### config.mk
export PLATFORM = sky130hd
export DESIGN_NAME = gcp_sample_ram
export DESIGN_NICKNAME = d
export VERILOG_FILES = /design/src/sv/gcp_pkg.sv /design/src/sv/gcp_sample_ram.sv
export SDC_FILE = /design/constraint.sdc
export NUM_CORES = 2
export LEC_CHECK = 0
export BUFFER_PORTS_ARGS = -buffer_cell sky130_fd_sc_hd__buf_2
export CAP_MARGIN = 20
export CORE_ASPECT_RATIO = 0.75
export CORE_UTILIZATION = 60
export DETAILED_ROUTE_END_ITERATION = 16
export PLACE_DENSITY = 0.76
export SLEW_MARGIN = 20
export SYNTH_ARGS = -nofsm -noshare
export SYNTH_HDL_FRONTEND = slang
export SYNTH_SLANG_ARGS = --single-unit
### constraint.sdc
create_clock -name clk -period 4.8 [get_ports clk]
set_clock_uncertainty 0.2 [all_clocks]
set_input_delay 0.72 -clock clk [delete_from_list [all_inputs] [get_ports clk]]
set_output_delay 0.72 -clock clk [all_outputs]
set_load 0.05 [all_outputs]
### src/sv/gcp_pkg.sv
// Shared constants, types and structs of the genotype consensus phaser.
package gcp_pkg;

    localparam int MAX_SAMPLES = 1024;
    localparam int IDX_W       = $clog2(MAX_SAMPLES);
    localparam int CNT_W       = IDX_W + 1;
    localparam int AGR_W       = IDX_W + 2;
    localparam int CFG_W       = 11;

    localparam logic [1:0] GENO_HOM_REF = 2'd0;
    localparam logic [1:0] GENO_HET     = 2'd1;
    localparam logic [1:0] GENO_HOM_ALT = 2'd2;

    typedef struct packed {
        logic [1:0] prev;
        logic [1:0] cur;
    } word_t;

    typedef struct packed {
        logic       step;
        logic       final_sample;
        logic       hap_a;
        logic       hap_b;
        logic       compare;
        logic [1:0] prev;
        logic [1:0] ties;
    } tally_in_t;

    typedef struct packed {
        logic [1:0] geno;
        logic       trans;
    } tally_out_t;

    typedef enum logic [1:0] {
        ST_RUN   = 2'b01,
        ST_SWEEP = 2'b10
    } state_t;

endpackage

### src/sv/gcp_sample_ram.sv
// Sample store: one read port with registered data and one write port.
module gcp_sample_ram (
    input  logic                     clk,
    input  logic                     rd_en,
    input  logic [gcp_pkg::IDX_W-1:0] rd_addr,
    output gcp_pkg::word_t           rd_data,
    input  logic                     wr_en,
    input  logic [gcp_pkg::IDX_W-1:0] wr_addr,
    input  gcp_pkg::word_t           wr_data
);
    import gcp_pkg::*;

    word_t mem [MAX_SAMPLES];

    always_ff @(posedge clk)
    begin
        if (wr_en)
        begin
            mem[wr_addr] <= wr_data;
        end
    end

    always_ff @(posedge clk)
    begin
        if (rd_en)
        begin
            rd_data <= mem[rd_addr];
        end
    end

endmodule

== Yosys cells after proc, flatten, opt, wreduce, memory -nomap -nowiden ==
Memory sizes are Yosys's and may differ from the RTL's. A register that Yosys moved wholly into a read port is not among the register bits.
Index checks and enable logic that the tools add are counted.

* Register bits after elaboration: 0
* Bits in latches: 0
* Bits in writable memories: 4096
* ROM bits: 0
* Input port bits: 27
* Word-level logic and storage cells: 3
* Memories: 1

* Add/sub/neg operators: 0
* $mul: 0
* Div/mod/pow operators: 0
* Order comparisons: 0
* Equality and inequality tests: 0
* Shift operators: 0
* Mux-type cells: 2
* Bitwise gates (word level): 0
* Reductions and logical operators: 0

{| class="wikitable"
|+ Memories
! name !! depth !! bits a word !! read ports !! clocked after Yosys merged registers in !! wr ports !! line !! source
|-
| mem || 1024 || 4 || 1 || 1 || 1 || gcp_sample_ram.sv:13 || <nowiki>word_t mem [MAX_SAMPLES];</nowiki>
|}

{| class="wikitable"
|+ Operators with widths
! kind !! count
|-
| 2-to-1 mux 1 bit || 2
|}

== Logic depth before layout (Yosys ltp) ==
* Depth after elaboration: 2
* Gate-level depth with buffers: 17
* Mapped depth without buffers: 8

== Worst setup path after synthesis ==
No wires, ideal clock.

* Path type: input -> register
* From: in rd_addr[0] (netlist bit)
* To: reg rd_data[2] (netlist name)
* Setup time: 0.268 ns
* Arrival time: 3.172 ns
* Data required time: 4.332 ns
* Path slack: 1.159 ns
* Cell stages on the path: 12
* Path buffers: 5
* Cell sequence: buf_6 buf_6 buf_6 buf_4 buf_2 mux4_2 a22oi_1 a21oi_1 nor4_1 a211oi_1 o41ai_1 nand4_1

{| class="wikitable"
|+ RTL lines
! element !! line !! source
|-
| from (decl) || gcp_sample_ram.sv:5 || <nowiki>input logic [gcp_pkg::IDX_W-1:0] rd_addr,</nowiki>
|}

==> flow_summary.ini <==
[clock_network]
cts-resized-gates = 0
cts_buffer_depth = 4
cts_setup_buffers = 0
cts_tree = yes
cts-root-buf = clkbuf_16
cts_buffers = 365
clkTransAtPathRegs_ns = 0.06
htree_levels = 5
cts_sinks = 4100
clk_latency_ns = 0.94

[detailed_routing]
ant_nets = 0
drtIter0Drc = 15800
drtPass1Iterations = 6
drc = 0
vias_per_cell = 7.16
wire_per_inst_um = 36.7
routed_wirelength_um = 458000
num_vias = 89200

[finish]
nets = 8594
syn2layout_area_growth_pct = 11.6
instances_no_fill = 12500
final_core_util = 0.676
drive_gt1_frac = 0.225
design_area_um2 = 181000

[place]
gp_congestion = 0.932
dp_cells = 11800
port_buffers = 30
hpwl_um = 280000
dpl_cell_area_um2 = 169000

[yosys]
synth_cell_types = 75
synth_seq_area_share = 0.759
ys_seq_elements = 4100
synth-edff-count = 4100
synthTopCellsByArea = edfxtp_1 76%, mux4_2 12%, mux2i_1 2.8%
async_flop_share = 0
synth_ff_type = edfxtp_1
synth_warnings = 0
syn_inst = 8290
ys_top_cells_by_count = 4100 x edfxtp_1, 1103 x nor2_1, 875 x mux4_2
syn_nets = 8317
synth_area_leader_cell = edfxtp_1
syn_avg_cell_area_um2 = 19.6
yosysTopAreaCellShare = 0.759
post-synth-top-count-cell = edfxtp_1
netlist_area_um2 = 162000

[pwr]
p_sw_frac = 0.214
p_int_w = 0.0576
p_comb_frac = 0.054
power.switching_w = 0.0157
powerDensity_nw_per_um2 = 405
vdd_drop_max_v = 0.000516
leakagePower_nw = 56.4
p_seq_frac = 0.537
clkPwrFrac = 0.408

[floorplanning]
start_util = 0.606
die_w_um = 602
io_pins = 31
die_height_um = 452
die_area_um2 = 272000
num_rows = 164
core-area_um2 = 268000

[grt]
track_usage = 0.337
grt_pass1_vias = 86600
overflow = 0
grt_max_degree = 156
antenna_found_initial = 36
grt_pass1_wl_um = 646000

[timing]
maxSlewViolCount = 0
hold_viol = 0
hold_slack_ns = 0.129
finalCritPeriodShare = 0.878
rsz0062_at_grt = false
setup-violations-final = 0
fin_crit_ns = 4.21
fmax_mhz = 237
tightest_slew_ns = 1.17
slew_headroom = 0.221

[worst_setup_path]
cp_max_fo = 20
crit_type = primary input to flip-flop
start_kind = primary input
arrival_ns = 4.78
rrSetupSlack_ns = 1.11
end_kind = flip-flop
crit_required_ns = 5.37

[hold_path]
hold_class = primary input to flip-flop

[outcome]
status = finished, final reports clean

[run]
drv_cap = 0
## critical path, stage by stage
cell       delay [ns]
buf_4            0.38
buf_4            0.40
nor2b_4          0.26
buf_12           0.24
a22oi_1          0.18
and3_1           0.34
o2111ai_1        0.88
buf_4            0.25
nand4_1          0.08
a21oi_1          0.63
a22oi_1          0.21
nand3_1          0.13
## through the flow
| stage | TNS (ns) | setup slack (ns) | power, W |
|---|---|---|---|
| 2_1_floorplan | 0 | 1.16 | 0.0421 |
| 3_3_place_gp | -0.390 | -0.234 | 0.0439 |
| 3_5_place_dp | -0.278 | -0.179 | 0.0440 |
| 4_1_cts | 0 | 0.817 | 0.0732 |
| 5_1_grt | 0 | 0.621 | 0.0747 |
| 6_report | 0 | 0.585 | 0.0733 |
## cell usage in the layout (no fill, tap or decap), drive strengths merged, types with 13 or more instances in the layout
| cell | instances |
|---|---|
| a221oi | 29 |
| nand2 | 166 |
| nor2b | 15 |
| mux2 | 23 |
| clkinv | 155 |
| a211oi | 13 |
| nor2 | 1103 |
| buf | 500 |
| bufinv | 50 |
| o221ai | 168 |
| clkbuf | 422 |
| o22ai | 89 |
| a22oi | 80 |
| inv | 17 |
| clkinvlp | 19 |
| o21ai | 68 |
| edfxtp | 4100 |
| diode | 38 |
| mux4 | 875 |
| nor4 | 21 |
| a21oi | 129 |
| nor3 | 100 |
| mux2i | 461 |
| nand3 | 62 |
## cell type report
type / count / area [um2]
Sequential cell: 4100 / 123000
Fill cell: 16100 / 86600
Multi-Input combinational cell: 3593 / 36300
Clock buffer: 422 / 9500
Timing Repair Buffer: 501 / 5030
Tap cell: 3569 / 4470
Clock inverter: 235 / 2490
Antenna cell: 38 / 95.1
Inverter: 6 / 32.5
## power groups by stage
stage | Sequential, W | Combinational, W | Clock, W
floorplan | 0.0402 | 0.00193 | 0
global placement | 0.0402 | 0.00375 | 0
detailed placement | 0.0402 | 0.00383 | 0
CTS | 0.0394 | 0.00386 | 0.0299
global route | 0.0394 | 0.00405 | 0.0312
finish | 0.0394 | 0.00398 | 0.0300
## layer usage
metal  vias to the layer above  routed length (um)  track usage
li1                      34500                   -            -
met1                     45400              160000        0.480
met2                      8080              198000        0.477
met3                      1235               78500        0.125
met4                        30               21300        0.134
met5                         -                 290      0.00243
## registers in the layout, indices dropped and copies added (netlist names)
name     cells
rd_data      4
mem       4096
## what timing repair did
action | in CTS | in global routing
setup endpoints to repair | 0 | 0
hold buffers | 1 | 0
endpoints found under the hold margin | 4 | 0
## final timing paths
check	startpoint	end	cells past startpoint
max	rd_addr[3]	rd_data[1]$_DFFE_PP_	12
min	wr_data[3]	mem[375][3]$_DFFE_PP_	1
max reg2reg	mem[783][2]$_DFFE_PP_	rd_data[2]$_DFFE_PP_	7
min reg2reg	mem[655][0]$_DFFE_PP_	rd_data[0]$_DFFE_PP_	6
## cell families (layout without fill, tap and decap cells)
| logic type | after synthesis | after routing | synth area share |
|---|---|---|---|
| AND/OR/NAND/NOR | 1560 | 1560 | 0.0399 |
| other | 0 | 38 | 0 |
| multiplexers | 1359 | 1359 | 0.152 |
| AO/OA/AOI/OAI | 674 | 674 | 0.0296 |
| flip-flops | 4100 | 4100 | 0.759 |
| buffers and inverters | 597 | 1164 | 0.0196 |
(Power assumes the default switching activity.)
