### config.mk
export PLATFORM = sky130hd
export DESIGN_NAME = gcp_tally
export DESIGN_NICKNAME = d
export VERILOG_FILES = /design/src/sv/gcp_pkg.sv /design/src/sv/gcp_tally.sv
export SDC_FILE = /design/constraint.sdc
export NUM_CORES = 1
export LEC_CHECK = 0
export BUFFER_PORTS_ARGS = -buffer_cell sky130_fd_sc_hd__buf_4
export CORE_MARGIN = 4
export CORE_UTILIZATION = 35
export DETAILED_ROUTE_END_ITERATION = 10
export GPL_TIMING_DRIVEN = 0
export PLACE_DENSITY = 0.61
export SYNTH_ARGS = -nofsm -noshare
export SYNTH_HDL_FRONTEND = slang
export SYNTH_SLANG_ARGS = --single-unit
### constraint.sdc
create_clock -name clk -period 8 [get_ports clk]
set_input_delay 1.6 -clock clk [delete_from_list [all_inputs] [get_ports clk]]
set_output_delay 1.6 -clock clk [all_outputs]
set_load 0.02 [all_outputs]
### src/sv/gcp_pkg.sv
// Shared constants, types and structs of the genotype consensus phaser.
package gcp_pkg;

    localparam int MAX_SAMPLES = 1024;
    localparam int IDX_W       = $clog2(MAX_SAMPLES);
    localparam int CNT_W       = IDX_W + 1;
    localparam int AGR_W       = IDX_W + 2;
    localparam int CFG_W       = 11;

    localparam logic [1:0] GENO_HOM_REF = 2'd0;
    localparam logic [1:0] GENO_HET     = 2'd1;
    localparam logic [1:0] GENO_HOM_ALT = 2'd2;

    typedef struct packed {
        logic [1:0] prev;
        logic [1:0] cur;
    } word_t;

    typedef struct packed {
        logic       step;
        logic       final_sample;
        logic       hap_a;
        logic       hap_b;
        logic       compare;
        logic [1:0] prev;
        logic [1:0] ties;
    } tally_in_t;

    typedef struct packed {
        logic [1:0] geno;
        logic       trans;
    } tally_out_t;

    typedef enum logic [1:0] {
        ST_RUN   = 2'b01,
        ST_SWEEP = 2'b10
    } state_t;

endpackage

### src/sv/gcp_tally.sv
// Per-site genotype counters, allele agreement counters and the consensus vote.
module gcp_tally (
    input  logic                clk,
    input  logic                rst_n,
    input  gcp_pkg::tally_in_t  tin,
    output gcp_pkg::tally_out_t tout
);
    import gcp_pkg::*;

    logic [CNT_W-1:0] cnt_reg [3];
    logic [CNT_W-1:0] cnt_next [3];
    logic [AGR_W-1:0] agree_reg;
    logic [AGR_W-1:0] agree_next;
    logic [AGR_W-1:0] disagree_reg;
    logic [AGR_W-1:0] disagree_next;
    logic [1:0]       sum;
    logic [1:0]       agree_inc;
    logic [1:0]       geno;
    logic [CNT_W-1:0] best;

    always_comb
    begin
        sum = {1'b0, tin.hap_a} + {1'b0, tin.hap_b};
        for (int g = 0; g < 3; g++)
        begin
            cnt_next[g] = cnt_reg[g] + CNT_W'(sum == 2'(g));
        end
        agree_inc = {1'b0, tin.hap_a == tin.prev[0]} + {1'b0, tin.hap_b == tin.prev[1]};
        agree_next = agree_reg;
        disagree_next = disagree_reg;
        if (tin.compare)
        begin
            agree_next = agree_reg + AGR_W'(agree_inc);
            disagree_next = disagree_reg + AGR_W'(2'd2 - agree_inc);
        end

        geno = GENO_HOM_REF;
        best = '0;
        if (cnt_next[0] != '0)
        begin
            best = cnt_next[0];
        end
        if (cnt_next[1] != '0 &&
            (cnt_next[1] > best || (cnt_next[1] == best && tin.ties[0])))
        begin
            geno = GENO_HET;
            best = cnt_next[1];
        end
        if (cnt_next[2] != '0 &&
            (cnt_next[2] > best || (cnt_next[2] == best && tin.ties[1])))
        begin
            geno = GENO_HOM_ALT;
        end

        tout.geno = geno;
        tout.trans = agree_next < disagree_next;
    end

    always_ff @(posedge clk or negedge rst_n)
    begin
        if (!rst_n)
        begin
            for (int g = 0; g < 3; g++)
            begin
                cnt_reg[g] <= '0;
            end
            agree_reg <= '0;
            disagree_reg <= '0;
        end
        else if (tin.step)
        begin
            for (int g = 0; g < 3; g++)
            begin
                cnt_reg[g] <= tin.final_sample ? '0 : cnt_next[g];
            end
            agree_reg <= tin.final_sample ? '0 : agree_next;
            disagree_reg <= tin.final_sample ? '0 : disagree_next;
        end
    end

endmodule

After elaboration in Yosys (flattened, before gate mapping)
Index checks and enable logic that the tools add are counted.
Word-level totals
  register bits: 57
  input bits: 11
  output and inout port bits: 3
  word-level logic and storage cells: 43
Operators by class
  $add $sub $neg: 8
  $lt $le $gt $ge: 3
  equality and inequality tests: 6
  multiplexer cells: 11
  reduce and logical (&&, ||, !) cells: 10
Operators by type and width (count)
  $mux 11: 5
  $mux 12: 4
  $add 11x1->11: 3
  $reduce_bool 11->1: 3
  $eq 11x11->1: 2
  $gt 11x11->1: 2
  $add 12x12->12: 1
  $add 12x2->12: 1
  $lt 12x12->1: 1
  $add 1x1->2: 2
  $logic_and 1x1->1: 4
  $sub 2x2->3 const A: 1
  $eq 1x1->1: 2
  $eq 2x1->1 const B: 1
  $eq 2x2->1 const B: 1
  $logic_not 2->1: 1
  $logic_or 1x1->1: 2
  $mux 2: 1
  $mux 1: 1

Longest topological paths before layout
  depth in word-level cells: 15
  depth in mapped cells: 23
  gate-level depth less buffers: 22

Worst setup path after synthesis
No wires, ideal clock.
  kind: input -> output
  start: input tin[5] in the netlist's numbering
  end: output tout[1] in the netlist's numbering
  arrival: 5.793 ns
  required time: 6.400 ns
  path slack: 0.607 ns
  stages: 21
  buffers on the path: 1
  cell sequence: inv_1 ha_1 ha_1 ha_1 clkbuf_2 nand4_1 or2_1 xor2_1 inv_1 ha_1 nand2_1 or2_1 o2111ai_1 o211ai_2 mux2_1 ha_1 nand4_1 a21oi_1 o21bai_1 a311oi_2 nor2_2
RTL lines
  from (decl): RTL line gcp_tally.sv:5  | input gcp_pkg::tally_in_t tin,
  to (decl): RTL line gcp_tally.sv:6  | output gcp_pkg::tally_out_t tout

==> results.json <==
{
  "layout_min_cycle_time_ns": 7.741,
  "clock-skew-final_ns": 0.004462,
  "edff_count_synth": 0,
  "combinationalPowerShare_pct": 30.3,
  "cts_buffer_depth": 2,
  "critPathLaunchType": "input port",
  "postSynthAreaPerCell_um2": 8.946,
  "preCtsSetupSlack_ns": -0.01302,
  "fin_area_um2": 5662,
  "largest_family_of_logic_cells_by_synthesized_area": "compound AO/OA/AOI/OAI gates",
  "setup_slack_ns": 0.2589,
  "route.vias.total": 4231,
  "grt_start_max_net_pins": 58,
  "synth_area_in_compound_gates_pct": 20.65,
  "reg2reg_slack_ns": 5.73,
  "hold-path-endpoint": "cnt_reg[11]",
  "routabilityCongestion": 0.8443,
  "synthXorXnorAreaFrac_pct": 8.566,
  "grt_remaining_overflow": 0,
  "worst-endpoint-arrival_ns": 6.14,
  "track_usage_pct": 16.41,
  "buffer_ports.inserted": 13,
  "p_sw_share_pct": 32.28,
  "static-leakage-power_nw": 2.623,
  "asyncSetResetFlopFracSynth_pct": 100.0,
  "post-synth-top-area-cell": "sky130_fd_sc_hd__dfrtp_1",
  "number_of_flip_flops_under_the_largest_register_name": 33,
  "setup_viol": 0,
  "yosys_reg_bits": 57,
  "grt_antenna_before_repair": 0,
  "fp.dieW_um": 127.6,
  "critical_path.top_delay_family": "adder cells",
  "clock_tree.root_cell": "sky130_fd_sc_hd__clkbuf_16",
  "rr_startpoint": "agree_reg[0]",
  "hold_depth": 2,
  "tritoncts.num_buffers": 9,
  "slew_margin_rel_pct": 44.06,
  "timing.critical_path.mode_cell": "sky130_fd_sc_hd__ha_1",
  "power.clock.fraction_pct": 36.6,
  "p_sw_w": 0.0003148,
  "startpoint_of_the_most_critical_hold_path": "cnt_reg[11]",
  "clock_tree_from_tritoncts": "done",
  "hpwlAfterDp_mm": 9.580,
  "synth_top_flop_cell": "sky130_fd_sc_hd__dfrtp_1",
  "slowest_delay_ns": 0.39,
  "p_int_w": 0.0006605,
  "setup_tns_final_ns": 0,
  "placedInstanceArea_um2": 5333,
  "final_antenna_net_count": 0,
  "drt-vias-per-instance": 5.488,
  "vias_in_the_first_global_route": 4298,
  "fin_crit_sh_pct": 96.76,
  "worstSetupPathType": "input port to primary output",
  "clock_edge_transition_at_the_registers_on_the_reported_setup_and_hold_paths_ns": 0.05,
  "layout_common_cells": "sky130_fd_sc_hd__dfrtp_1, sky130_fd_sc_hd__ha_1, sky130_fd_sc_hd__nand2_1",
  "r2r_end": "agree_reg[10]",
  "worstSkewPairLatency_ns": 0.33,
  "route.detailed.drc": 0,
  "max_freq_mhz": 129.2,
  "cpMaxStageDelayCell": "sky130_fd_sc_hd__mux2_1",
  "synth_fp_nets": 629,
  "part_of_the_yosys_area_used_for_sequential_elements_pct": 28.47,
  "layoutNonFillerInstCount": 771,
  "run_status": "complete, no violations",
  "clkSinkCount": 57,
  "synth-adder-area-share_pct": 14.79,
  "die_height_um": 127.6,
  "row_count": 43,
  "critical_path.endpoint_type": "primary output",
  "synth.area.top_cells": "sky130_fd_sc_hd__dfrtp_1, sky130_fd_sc_hd__ha_1, sky130_fd_sc_hd__xor2_1",
  "dr.pass1.iters": 4,
  "final-max-slew-violation-count": 0,
  "final_hold_viol_count": 0,
  "worst_slew_pin_slew_ns": 0.8360,
  "start_util_pct": 35.95,
  "sequential_cell_area_um2": 1426,
  "crit_buf_inv": 5,
  "synth_simple_gate_area_share_pct": 18.06,
  "hold_path_class": "register to register",
  "antenna_diode_count": 0,
  "worstPathMaxFanout": 8,
  "post_drt_wl_per_cell_um": 16.53,
  "syn2layout_area_growth_pct": 13.01,
  "ys_types": 71,
  "worstPathCellList": "buf_4 > inv_1 > ha_1 > ha_1 > ha_1 > buf_2 > nand4_1 > or2_1 > xor2_1 > inv_2 > ha_1 > nand2_1 > or2_1 > o2111ai_4 > o211ai_4 > mux2_1 > ha_1 > nand4_1 > nor2_1 > nand4_1 > a311oi_2 > nor2_2 > buf_4",
  "post-place-cells": 753,
  "muxShareOfSynthArea_pct": 4.945,
  "design.core.area_um2": 13930,
  "h-tree-depth": 3,
  "reg2reg_depth": 8,
  "drive_above_1_share_pct": 10.32,
  "netlist_instances": 560,
  "grt_first_pass_wirelength_mm": 21.62,
  "drtIter0Drc": 352,
  "powerDensity_nw_per_um2": 172.3,
  "post-layout-total-power_w": 0.0009752,
  "vdd_drop_max_v": 0.00009756,
  "fillerInstances": 1379,
  "syn_std_cell_area_um2": 5010,
  "synth_top_cell_area_share_pct": 28.47,
  "die_area_um2": 16290,
  "io_pins": 14,
  "layout_commonest_cell": "sky130_fd_sc_hd__dfrtp_1",
  "timing.max_cap.violations": 0,
  "multi_input_comb_area_um2": 3396,
  "drt-total-wl_mm": 12.74,
  "worst_ep_required_time_ns": 6.40,
  "final_net_count": 655,
  "seq_power_share_pct": 33.1,
  "synth-warning-count": 0
}
[area by class of cell]
cell class | count | share of cell area [%]
Multi-Input combinational cell | 448 | 59.98
Sequential cell | 57 | 25.19
Clock buffer | 13 | 4.597
Tap cell | 180 | 3.978
Buffer | 27 | 2.144
Timing Repair Buffer | 15 | 1.989
Inverter | 28 | 1.856
Clock inverter | 3 | 0.2652
[per-layer routing]
layer / vias to the layer above / share of wire, % / GRT usage (%)
met1: 2043 / 46 / 22.01
li1: 2103 / - / -
met2: 72 / 48 / 27.38
met4: 0 / 1.5 / 4.931
met5: - / 0 / 0
met3: 13 / 4.4 / 2.508
[worst max path at each step]
stage	from	endpoint	slack (ns)	depth (start not counted)
floorplan	tin[5]	tout[1]	0.61	21
global placement	tin[5]	tout[1]	0.003	23
detailed placement	tin[5]	tout[1]	-0.01	23
CTS	tin[5]	tout[1]	0.11	24
global route	tin[5]	tout[1]	-0.02	24
finish	tin[6]	tout[1]	0.26	23
[worst min-delay path: cells and delay by family, from the launching register on]
kind               cells  cell delay [ns]
DFF                    1             0.35
AOI/OAI and AO/OA      1             0.06
and+or+nand+nor        1             0.06
[power groups by stage]
| stage | combinational, W | sequential (W) | clock (W) |
|---|---|---|---|
| floorplan | 0.000203 | 0.000322 | 0 |
| finish | 0.000295 | 0.000323 | 0.000357 |
| CTS | 0.000281 | 0.000322 | 0.000366 |
| global route | 0.000327 | 0.000326 | 0.000381 |
| global placement | 0.000275 | 0.000326 | 0 |
| detailed placement | 0.000279 | 0.000327 | 0 |
[repair_timing]
| item | CTS | global route |
|---|---|---|
| buffers inserted | 0 | 2 |
| pin swaps | 0 | 3 |
| endpoints found under the setup margin | 2 | 2 |
| endpoints found under the hold margin | 0 | 0 |
| hold buffers | 0 | 0 |
| resized for setup | 1 | 7 |
[kinds of logic after synthesis]
family                     count (synthesis)
xor gates and xnor gates                  49
buffers and inverters                     55
AOI/OAI and AO/OA                        147
DFF                                       57
adders and majority gates                 58
and+or+nand+nor                          170
muxes                                     24
[Yosys cell counts (5+ instances only)]
library cell / number
sky130_fd_sc_hd__clkbuf_1: 14
sky130_fd_sc_hd__a21o_1: 10
sky130_fd_sc_hd__a22o_1: 11
sky130_fd_sc_hd__nor2b_1: 9
sky130_fd_sc_hd__and2_1: 5
sky130_fd_sc_hd__nand3_1: 15
sky130_fd_sc_hd__xor2_1: 28
sky130_fd_sc_hd__and3_1: 5
sky130_fd_sc_hd__a31oi_1: 6
sky130_fd_sc_hd__a21oi_1: 30
sky130_fd_sc_hd__nand2_1: 51
sky130_fd_sc_hd__o2bb2ai_1: 22
sky130_fd_sc_hd__inv_1: 27
sky130_fd_sc_hd__nor3_1: 16
sky130_fd_sc_hd__o21ai_0: 32
sky130_fd_sc_hd__ha_1: 56
sky130_fd_sc_hd__o31ai_1: 5
sky130_fd_sc_hd__buf_2: 5
sky130_fd_sc_hd__xnor2_1: 21
sky130_fd_sc_hd__dfrtp_1: 57
sky130_fd_sc_hd__mux2i_1: 18
sky130_fd_sc_hd__nor2_1: 29
sky130_fd_sc_hd__nand4_1: 10
sky130_fd_sc_hd__mux2_1: 5
[per-stage QoR]
stage | util (%) | hold slack (ns)
after detailed placement | 38.27 | 0.4795
final | 40.63 | 0.4978
after floorplan | - | 0.4581
after CTS | 40.29 | 0.4925
after global placement | 38.27 | 0.4742
after global routing | 40.63 | 0.5271
(Power assumes the default switching activity.)
